--- src/sv/sse_pkg.sv ---
// ----------------------------------------------------------------------------
// Servo slew engine package
// Shared widths, reset values, register indexes, the configuration
// structure and the angle-to-duty lookup table.
// ----------------------------------------------------------------------------
package sse_pkg;

   // Lanes that have a target and a duty port of their own.
   localparam int LANES               = 4;
   localparam int SERVO_COUNT_DEFAULT = 4;

   localparam int ANGLE_W     = 8;
   localparam int TARGET_W    = 10;
   localparam int DUTY_W      = 14;
   localparam int CFG_W       = 8;
   localparam int CSR_INDEX_W = 8;
   localparam int MASK_W      = 4;

   localparam logic [ANGLE_W-1:0] ANGLE_MAX   = 8'd180;
   localparam logic [ANGLE_W-1:0] ANGLE_RESET = 8'd90;

   // Request type codes.
   localparam logic REQ_TICK = 1'b0;
   localparam logic REQ_LOAD = 1'b1;

   // Easing mode codes.
   localparam logic MODE_CONSTANT = 1'b0;
   localparam logic MODE_EASING   = 1'b1;

   // Configuration register indexes.
   typedef enum logic [CSR_INDEX_W-1:0] {
      CSR_CONSTANT_STEP = 8'd0,
      CSR_EASE_RATIO    = 8'd1,
      CSR_EASE_MIN      = 8'd2,
      CSR_EASE_MAX      = 8'd3
   } csr_index_type;

   // Register reset values.
   localparam logic [CFG_W-1:0] CONSTANT_STEP_RESET = 8'd5;
   localparam logic [CFG_W-1:0] EASE_RATIO_RESET    = 8'd26;
   localparam logic [CFG_W-1:0] EASE_MIN_RESET      = 8'd1;
   localparam logic [CFG_W-1:0] EASE_MAX_RESET      = 8'd10;

   // Configuration as seen by every lane.
   typedef struct packed {
      logic [CFG_W-1:0] constant_step;
      logic [CFG_W-1:0] ease_ratio_q8;
      logic [CFG_W-1:0] ease_min_step;
      logic [CFG_W-1:0] ease_max_step;
   } cfg_type;

   // Duty = floor((4500 + 100 * angle) * 16383 / 180000).
   localparam int DutyBase  = 4500;
   localparam int DutyScale = 100;
   localparam int DutyGain  = 16383;
   localparam int DutyDen   = 180000;
   localparam int TableSize = 2 ** ANGLE_W;

   typedef logic [TableSize-1:0][DUTY_W-1:0] duty_table_type;

   // Built once at elaboration; entries above 180 degrees are never used.
   function automatic duty_table_type build_duty_table();
      duty_table_type tbl;
      for (int i = 0; i < TableSize; i++) begin
         tbl[i] = DUTY_W'(((DutyBase + DutyScale * i) * DutyGain) / DutyDen);
      end
      return tbl;
   endfunction

   localparam duty_table_type DUTY_TABLE = build_duty_table();

endpackage

--- src/sv/sse_lane.sv ---
// ----------------------------------------------------------------------------
// Servo slew lane
// Holds one servo's angle, goal and mode, takes new goals on a load and
// moves one step toward the goal on a tick, never past it.
// ----------------------------------------------------------------------------
module sse_lane
   import sse_pkg::*;
(
   input  logic                       clock,
   input  logic                       reset,
   input  logic                       load_en,
   input  logic                       tick_en,
   input  logic                       easing,
   input  logic signed [TARGET_W-1:0] target,
   input  cfg_type                    cfg,
   output logic [ANGLE_W-1:0]         angle_next,
   output logic                       reached_next
);

   logic [ANGLE_W-1:0] angle_now_ff, angle_now_in;
   logic [ANGLE_W-1:0] angle_goal_ff, angle_goal_in;
   logic               ease_mode_ff, ease_mode_in;

   logic [ANGLE_W-1:0]         target_clamped;
   logic                       moving_up;
   logic [ANGLE_W-1:0]         span;
   logic [2*ANGLE_W-1:0]       product;
   logic [ANGLE_W-1:0]         ease_step;
   logic [ANGLE_W-1:0]         step;

   // Clamp the requested angle into the servo's range.
   always_comb begin
      if (target[TARGET_W-1]) begin
         target_clamped = '0;
      end else if (target > $signed({2'b00, ANGLE_MAX})) begin
         target_clamped = ANGLE_MAX;
      end else begin
         target_clamped = target[ANGLE_W-1:0];
      end
   end

   // Step: eased share of the distance, limited to max then min, or constant.
   always_comb begin
      moving_up = angle_goal_ff > angle_now_ff;
      span      = moving_up ? (angle_goal_ff - angle_now_ff)
                            : (angle_now_ff - angle_goal_ff);
      product   = {{ANGLE_W{1'b0}}, span} * {{ANGLE_W{1'b0}}, cfg.ease_ratio_q8};
      ease_step = product[2*ANGLE_W-1:ANGLE_W];
      if (ease_step > cfg.ease_max_step) begin
         ease_step = cfg.ease_max_step;
      end
      if (ease_step < cfg.ease_min_step) begin
         ease_step = cfg.ease_min_step;
      end
      step = (ease_mode_ff == MODE_EASING) ? ease_step : cfg.constant_step;
      if (step > span) begin
         step = span;
      end
   end

   // Next state of the lane.
   always_comb begin
      angle_now_in  = angle_now_ff;
      angle_goal_in = angle_goal_ff;
      ease_mode_in  = ease_mode_ff;
      if (load_en) begin
         angle_goal_in = target_clamped;
         ease_mode_in  = easing;
      end else if (tick_en) begin
         angle_now_in = moving_up ? (angle_now_ff + step) : (angle_now_ff - step);
      end
   end

   always_ff @(posedge clock) begin
      if (reset) begin
         angle_now_ff  <= ANGLE_RESET;
         angle_goal_ff <= ANGLE_RESET;
         ease_mode_ff  <= MODE_CONSTANT;
      end else begin
         angle_now_ff  <= angle_now_in;
         angle_goal_ff <= angle_goal_in;
         ease_mode_ff  <= ease_mode_in;
      end
   end

   assign angle_next   = angle_now_in;
   assign reached_next = (angle_now_in == angle_goal_in);

endmodule

--- src/sv/sse_merge.sv ---
// ----------------------------------------------------------------------------
// Servo slew result stage
// Turns the lanes' new angles into duties, combines their reached flags and
// holds the result transaction until the consumer takes it.
// ----------------------------------------------------------------------------
module sse_merge
   import sse_pkg::*;
#(
   parameter int SERVO_COUNT = SERVO_COUNT_DEFAULT
)
(
   input  logic                                clock,
   input  logic                                reset,
   input  logic                                take,
   input  logic [SERVO_COUNT-1:0][ANGLE_W-1:0] angle_next,
   input  logic [SERVO_COUNT-1:0]              reached_next,
   output logic                                slot_free,
   output logic                                rsp_valid,
   input  logic                                rsp_ready,
   output logic [LANES-1:0][DUTY_W-1:0]        rsp_duty,
   output logic                                rsp_all_reached
);

   logic                         rsp_valid_ff, rsp_valid_in;
   logic [LANES-1:0][DUTY_W-1:0] duty_ff, duty_in;
   logic                         settled_ff;

   // Duty lookup per port; ports without a servo read zero.
   for (genvar n = 0; n < LANES; n++) begin : g_duty
      if (n < SERVO_COUNT) begin : g_present
         assign duty_in[n] = DUTY_TABLE[angle_next[n]];
      end else begin : g_absent
         assign duty_in[n] = '0;
      end
   end

   // Output register may be reloaded whenever it is empty or being emptied.
   assign slot_free = !rsp_valid_ff || rsp_ready;

   always_comb begin
      rsp_valid_in = rsp_valid_ff;
      if (take) begin
         rsp_valid_in = 1'b1;
      end else if (rsp_ready) begin
         rsp_valid_in = 1'b0;
      end
   end

   always_ff @(posedge clock) begin
      if (reset) begin
         rsp_valid_ff <= 1'b0;
      end else begin
         rsp_valid_ff <= rsp_valid_in;
      end
   end

   // Payload is captured with each accepted transaction.
   always_ff @(posedge clock) begin
      if (take) begin
         duty_ff    <= duty_in;
         settled_ff <= &reached_next;
      end
   end

   assign rsp_valid       = rsp_valid_ff;
   assign rsp_duty        = duty_ff;
   assign rsp_all_reached = settled_ff;

endmodule

--- src/sv/servo_slew_motion_engine.sv ---
// ----------------------------------------------------------------------------
// Servo slew motion engine
// Moves a set of servos toward their goal angles one step per tick and
// reports each servo's 14-bit PWM duty after every transaction.
// ----------------------------------------------------------------------------
//
//   Channel   Direction  Handshake            Carries
//   req_      in         req_valid/req_ready  tick or load, mask, mode, targets
//   rsp_      out        rsp_valid/rsp_ready  four duties, all-reached flag
//   csr_      in         csr_valid/csr_ready  register index and data
//
// Every lane steps in the cycle a request is accepted; the result appears
// in the output register in the next cycle. A request is taken whenever
// that register is empty or being read, so one transaction is taken per
// clock and only a stalled consumer holds the input back. Configuration
// writes are always taken. Synchronous reset puts every servo at 90
// degrees, goal 90, constant-speed mode, and restores register defaults.
// ----------------------------------------------------------------------------
module servo_slew_motion_engine
   import sse_pkg::*;
#(
   parameter int SERVO_COUNT = SERVO_COUNT_DEFAULT
)
(
   input  logic                       clock,
   input  logic                       reset,

   input  logic                       req_valid,
   output logic                       req_ready,
   input  logic                       req_type,
   input  logic [MASK_W-1:0]          req_servo_mask,
   input  logic                       req_easing,
   input  logic signed [TARGET_W-1:0] req_target_a,
   input  logic signed [TARGET_W-1:0] req_target_b,
   input  logic signed [TARGET_W-1:0] req_target_c,
   input  logic signed [TARGET_W-1:0] req_target_d,

   output logic                       rsp_valid,
   input  logic                       rsp_ready,
   output logic [DUTY_W-1:0]          rsp_duty_a,
   output logic [DUTY_W-1:0]          rsp_duty_b,
   output logic [DUTY_W-1:0]          rsp_duty_c,
   output logic [DUTY_W-1:0]          rsp_duty_d,
   output logic                       rsp_all_reached,

   input  logic                       csr_valid,
   output logic                       csr_ready,
   input  logic [CSR_INDEX_W-1:0]     csr_index,
   input  logic [CFG_W-1:0]           csr_data
);

   cfg_type cfg_ff, cfg_in;

   logic                                slot_free;
   logic                                take;
   logic                                tick_en;
   logic                                load_en;
   logic [LANES-1:0][TARGET_W-1:0]      targets;
   logic [LANES-1:0][DUTY_W-1:0]        duties;
   logic [SERVO_COUNT-1:0][ANGLE_W-1:0] angle_next;
   logic [SERVO_COUNT-1:0]              reached_next;

   // Configuration registers.
   assign csr_ready = 1'b1;

   always_comb begin
      cfg_in = cfg_ff;
      if (csr_valid) begin
         case (csr_index)
            CSR_CONSTANT_STEP: cfg_in.constant_step = csr_data;
            CSR_EASE_RATIO:    cfg_in.ease_ratio_q8 = csr_data;
            CSR_EASE_MIN:      cfg_in.ease_min_step = csr_data;
            CSR_EASE_MAX:      cfg_in.ease_max_step = csr_data;
            default:           cfg_in = cfg_ff;
         endcase
      end
   end

   always_ff @(posedge clock) begin
      if (reset) begin
         cfg_ff.constant_step <= CONSTANT_STEP_RESET;
         cfg_ff.ease_ratio_q8 <= EASE_RATIO_RESET;
         cfg_ff.ease_min_step <= EASE_MIN_RESET;
         cfg_ff.ease_max_step <= EASE_MAX_RESET;
      end else begin
         cfg_ff <= cfg_in;
      end
   end

   // Request transaction decode.
   assign req_ready = slot_free;
   assign take      = req_valid && slot_free;
   assign tick_en   = take && (req_type == REQ_TICK);
   assign load_en   = take && (req_type == REQ_LOAD);

   assign targets = {req_target_d, req_target_c, req_target_b, req_target_a};

   // One lane per servo; servos without a target port never take a load.
   for (genvar n = 0; n < SERVO_COUNT; n++) begin : g_lane
      if (n < LANES) begin : g_ported
         sse_lane u_lane (
            .clock        (clock),
            .reset        (reset),
            .load_en      (load_en && req_servo_mask[n]),
            .tick_en      (tick_en),
            .easing       (req_easing),
            .target       (targets[n]),
            .cfg          (cfg_ff),
            .angle_next   (angle_next[n]),
            .reached_next (reached_next[n])
         );
      end else begin : g_fixed
         sse_lane u_lane (
            .clock        (clock),
            .reset        (reset),
            .load_en      (1'b0),
            .tick_en      (tick_en),
            .easing       (MODE_CONSTANT),
            .target       ('0),
            .cfg          (cfg_ff),
            .angle_next   (angle_next[n]),
            .reached_next (reached_next[n])
         );
      end
   end

   // Result stage.
   sse_merge #(
      .SERVO_COUNT (SERVO_COUNT)
   ) u_merge (
      .clock           (clock),
      .reset           (reset),
      .take            (take),
      .angle_next      (angle_next),
      .reached_next    (reached_next),
      .slot_free       (slot_free),
      .rsp_valid       (rsp_valid),
      .rsp_ready       (rsp_ready),
      .rsp_duty        (duties),
      .rsp_all_reached (rsp_all_reached)
   );

   assign rsp_duty_a = duties[0];
   assign rsp_duty_b = duties[1];
   assign rsp_duty_c = duties[2];
   assign rsp_duty_d = duties[3];

endmodule

--- config.mk ---
export PLATFORM = sky130hd
export DESIGN_NAME = servo_slew_motion_engine
export DESIGN_NICKNAME = d
export VERILOG_FILES = /design/src/sv/sse_pkg.sv /design/src/sv/sse_lane.sv /design/src/sv/sse_merge.sv /design/src/sv/servo_slew_motion_engine.sv
export SDC_FILE = /design/constraint.sdc
export NUM_CORES = 2
export LEC_CHECK = 0
export BUFFER_PORTS_ARGS = -buffer_cell sky130_fd_sc_hd__buf_2
export CORE_MARGIN = 8
export CORE_UTILIZATION = 45
export CTS_CLUSTER_DIAMETER = 100
export DETAILED_ROUTE_END_ITERATION = 6
export GPL_ROUTABILITY_DRIVEN = 1
export GPL_TIMING_DRIVEN = 0
export HOLD_SLACK_MARGIN = 0.1
export PLACE_DENSITY = 0.7
export SLEW_MARGIN = 20
export SYNTH_ARGS = -nofsm -noshare
export SYNTH_HDL_FRONTEND = slang
export SYNTH_HIERARCHICAL = 1
export SYNTH_SLANG_ARGS = --single-unit
--- constraint.sdc ---
create_clock -name clock -period 20.6 [get_ports clock]
set_clock_uncertainty 0.1 [all_clocks]
set_input_delay 1.03 -clock clock [delete_from_list [all_inputs] [get_ports clock]]
set_output_delay 1.03 -clock clock [all_outputs]
set_load 0.1 [all_outputs]
==> results.yml <==
placement:
  gp_congestion: 1.053
  io_buffers: 117
  preCtsSetupSlack_ns: 0.9359
  place_hpwl_um: 103200
setup_path:
  critical_path.top_delay_family: "compound AO/OA/AOI/OAI gates"
  cp.required_ns: 20.73
  worstSetupEndpointType: "flop"
  worst-path-buf-inv: 13
  worst_ep_arrival_time_ns: 19.64
  crit_top_cell: "fa_1"
  crit_path_top_delay_cell: "or4b_2"
  path_class: "flop to flop"
  start_kind: "flop"
  critPathMaxStageDelay_ns: 0.72
  crit_fanout: 13
run_status:
  status: "finished, violations left"
  violations: "design-rule violations"
die:
  die_x_um: 296.1
  die_y_um: 296.1
  initial_core_util_pct: 45.49
  rows: 102
  dieArea_um2: 87660
  coreArea_um2: 77590
  io-pin-count: 127
clock_network:
  h-tree-depth: 4
  cts_hold_buf: 0
  cts_buffers: 17
  clk_latency_ns: 0.51
  postCtsResizedCells: 0
  cts_setup_buffers: 0
  cts.clk_slew.worst_paths_ns: 0.07
  cts_buffer_depth: 2
  cts_sinks: 150
  ctsRootBufferMaster: "clkbuf_16"
  cts_tree: "yes"
grt:
  grt_max_degree: 36
  grt_pass1_wl_um: 210800
  antenna_found_initial: 4
  grt_pass1_vias: 36340
  gr-usage-all-layers_pct: 30.29
  grt-ovfl-total: 0
synthesis:
  avgSynthCellArea_um2: 7.469
  synthCells: 4726
  ys_types: 144
  ys_warn_count: 6
  synth_edf_count: 49
  async_reset_ff_share_pct: 0
  yosysSeqAreaShare_pct: 9.897
  synthFlopType: "dfxtp_1"
  ys_seq_elements: 150
  syn_area_um2: 35300
detailed_routing:
  drt-vias-per-instance: 6.443
  drc: 7
  drt-initial-drc-count: 4616
  drtAntennaViolNets: 0
  drt-total-wl_um: 137200
  wl_per_cell_um: 23.13
  vias: 38220
  drt_first_pass_iters: 7
layout:
  final_nets: 5454
  drive_gt1_share_pct: 10.80
  fillers: 7896
  syn_to_final_growth_pct: 7.660
timing:
  fin_crit_sh_pct: 94.70
  drv_slew: 0
  holdWs_ns: 0.4197
  finalSetupViolations: 0
  setup_tns_ns: 0
  relSlewSlack_pct: 21.28
  worstMarginPinSlew_ns: 1.172
  min_period_ns: 19.51
  setup_ws_ns: 1.092
  timing.fmax_ghz: 0.05126
  hold_violations: 0
run:
  cap_violations: 0
hold_path:
  hold_path.class: "flop to flop"
synth_stat cells, types with 16 or more instances:
cell type,number,area (um2)
a21boi_0,20,150.1
a2111oi_0,19,166.4
a22oi_1,16,120.1
a211oi_1,76,570.6
nor4_1,21,131.4
nor2b_1,185,1157
and2_1,143,894.6
inv_1,425,1595
o21ai_0,277,1386
o211ai_1,72,540.5
nand2_1,368,1381
nor3_1,93,465.5
nand2b_1,151,944.7
a311oi_1,27,236.5
fa_1,152,3043
o21a_1,40,300.3
a211o_1,21,183.9
o31ai_1,37,277.8
buf_2,115,575.6
nand4_1,32,200.2
and3_1,37,231.5
buf_4,33,247.7
mux2i_1,109,1091
o221ai_1,21,183.9
nand3_1,83,415.4
o311ai_0,25,219.0
clkbuf_1,126,473.0
ha_1,360,4504
a221oi_1,30,262.8
xnor2_1,78,683.2
o22ai_1,25,156.4
o21bai_1,16,120.1
a21oi_1,356,1782
or2_2,26,162.7
a31oi_1,67,419.2
dfxtp_1,101,2022
nor2_1,350,1314
or3_1,17,106.4
edfxtp_1,49,1471
a21o_1,62,465.5
nand3b_1,19,142.6
mux2_2,36,405.4
xor2_1,48,420.4
state kept, by name, indices dropped and copies added (netlist names):
| register | cells |
|---|---|
| u_merge/rsp_all_reached | 1 |
| g_lane.g_ported.u_lane/angle_now_ff | 32 |
| cfg_ff | 32 |
| g_lane.g_ported.u_lane/angle_goal_ff | 32 |
| u_merge/rsp_duty | 48 |
| u_merge/rsp_valid | 1 |
| g_lane.g_ported.u_lane/ease_mode_ff | 4 |
through the flow:
step / cell area [um2] / util (%) / instances
6_report: 38000 / 48.97 / 5932
5_1_grt: 38000 / 48.97 / 5930
4_1_cts: 37940 / 48.90 / 5928
3_5_place_dp: 37330 / 48.12 / 5896
3_3_place_gp: 37210 / 47.96 / 5890
2_1_floorplan: 35320 / - / 4733
cell type report:
type | count | area [um2] | area share, %
multi-input combinational | 3848 | 28740 | 75.64
sequential | 150 | 3503 | 9.219
inverter | 436 | 1637 | 4.307
buffer | 299 | 1519 | 3.997
tap | 1040 | 1301 | 3.424
timing repair buffer | 123 | 683.2 | 1.798
clock buffer | 20 | 479.2 | 1.261
clock inverter | 12 | 126.4 | 0.3325
antenna | 4 | 10.01 | 0.02634
worst reg2reg max path: cells and delay by family (launching register included):
kind                     cells  cell delay, ns
adder cells (fa/ha/maj)     11            4.58
buffers and inverters       13            3.36
flip-flops                   1            0.50
XOR/XNOR                     2            0.43
AND/OR/NAND/NOR             16            3.75
AO/OA/AOI/OAI               18            4.99
multiplexers                 5            1.56
layer usage:
layer  GRT usage [%]  share of wire [%]  vias up
met1           40.62                 42    18150
li1                -                  -    17200
met4           13.61                4.6        0
met3           7.139                 11      514
met2           46.02                 43     2356
met5               0                  0        -
path summary, 6_finish.rpt:
check                                            start                                         to  slack, ns  depth (start not counted)
max          g_lane[3].g_ported.u_lane/angle_now_ff[1]                       u_merge/rsp_duty[46]       1.09                         65
min          g_lane[3].g_ported.u_lane/angle_now_ff[7]  g_lane[3].g_ported.u_lane/angle_now_ff[7]       0.42                          2
max reg2reg  g_lane[3].g_ported.u_lane/angle_now_ff[1]                       u_merge/rsp_duty[46]       1.09                         65
min reg2reg  g_lane[3].g_ported.u_lane/angle_now_ff[7]  g_lane[3].g_ported.u_lane/angle_now_ff[7]       0.42                          2
cells by family after synthesis:
| kind of cell | Yosys count | share of synthesized area (%) |
|---|---|---|
| flops | 150 | 9.897 |
| other cells | 2 | 0.02128 |
| fa+ha+maj | 513 | 21.41 |
| xor+xnor | 128 | 3.219 |
| simple gates | 1626 | 24.20 |
| buf+inv | 735 | 8.936 |
| compound gates | 1409 | 27.11 |
| mux | 163 | 5.214 |
layout by cell type, fill, tap and decap left out, drive strengths merged, types with 28 or more instances in the layout:
cell type / netlist / routed
a211oi: 80 / 80
a21o: 65 / 65
a21oi: 365 / 365
a221oi: 32 / 32
a31oi: 69 / 69
and2: 149 / 149
and3: 48 / 48
buf: 170 / 293
clkbuf: 129 / 149
dfxtp: 101 / 101
edfxtp: 49 / 49
fa: 152 / 152
ha: 360 / 360
inv: 428 / 436
mux2: 42 / 42
mux2i: 110 / 110
nand2: 368 / 368
nand2b: 151 / 151
nand3: 83 / 83
nand4: 38 / 38
nor2: 354 / 354
nor2b: 187 / 187
nor3: 98 / 98
o211ai: 72 / 72
o21a: 41 / 41
o21ai: 282 / 282
o22ai: 28 / 28
o311ai: 28 / 28
o31ai: 40 / 40
or2: 32 / 32
xnor2: 80 / 80
xor2: 48 / 48
Power is left out: the tool's default activity adds up to more than one toggle a clock period on the data nets, which glitch-free logic cannot reach.
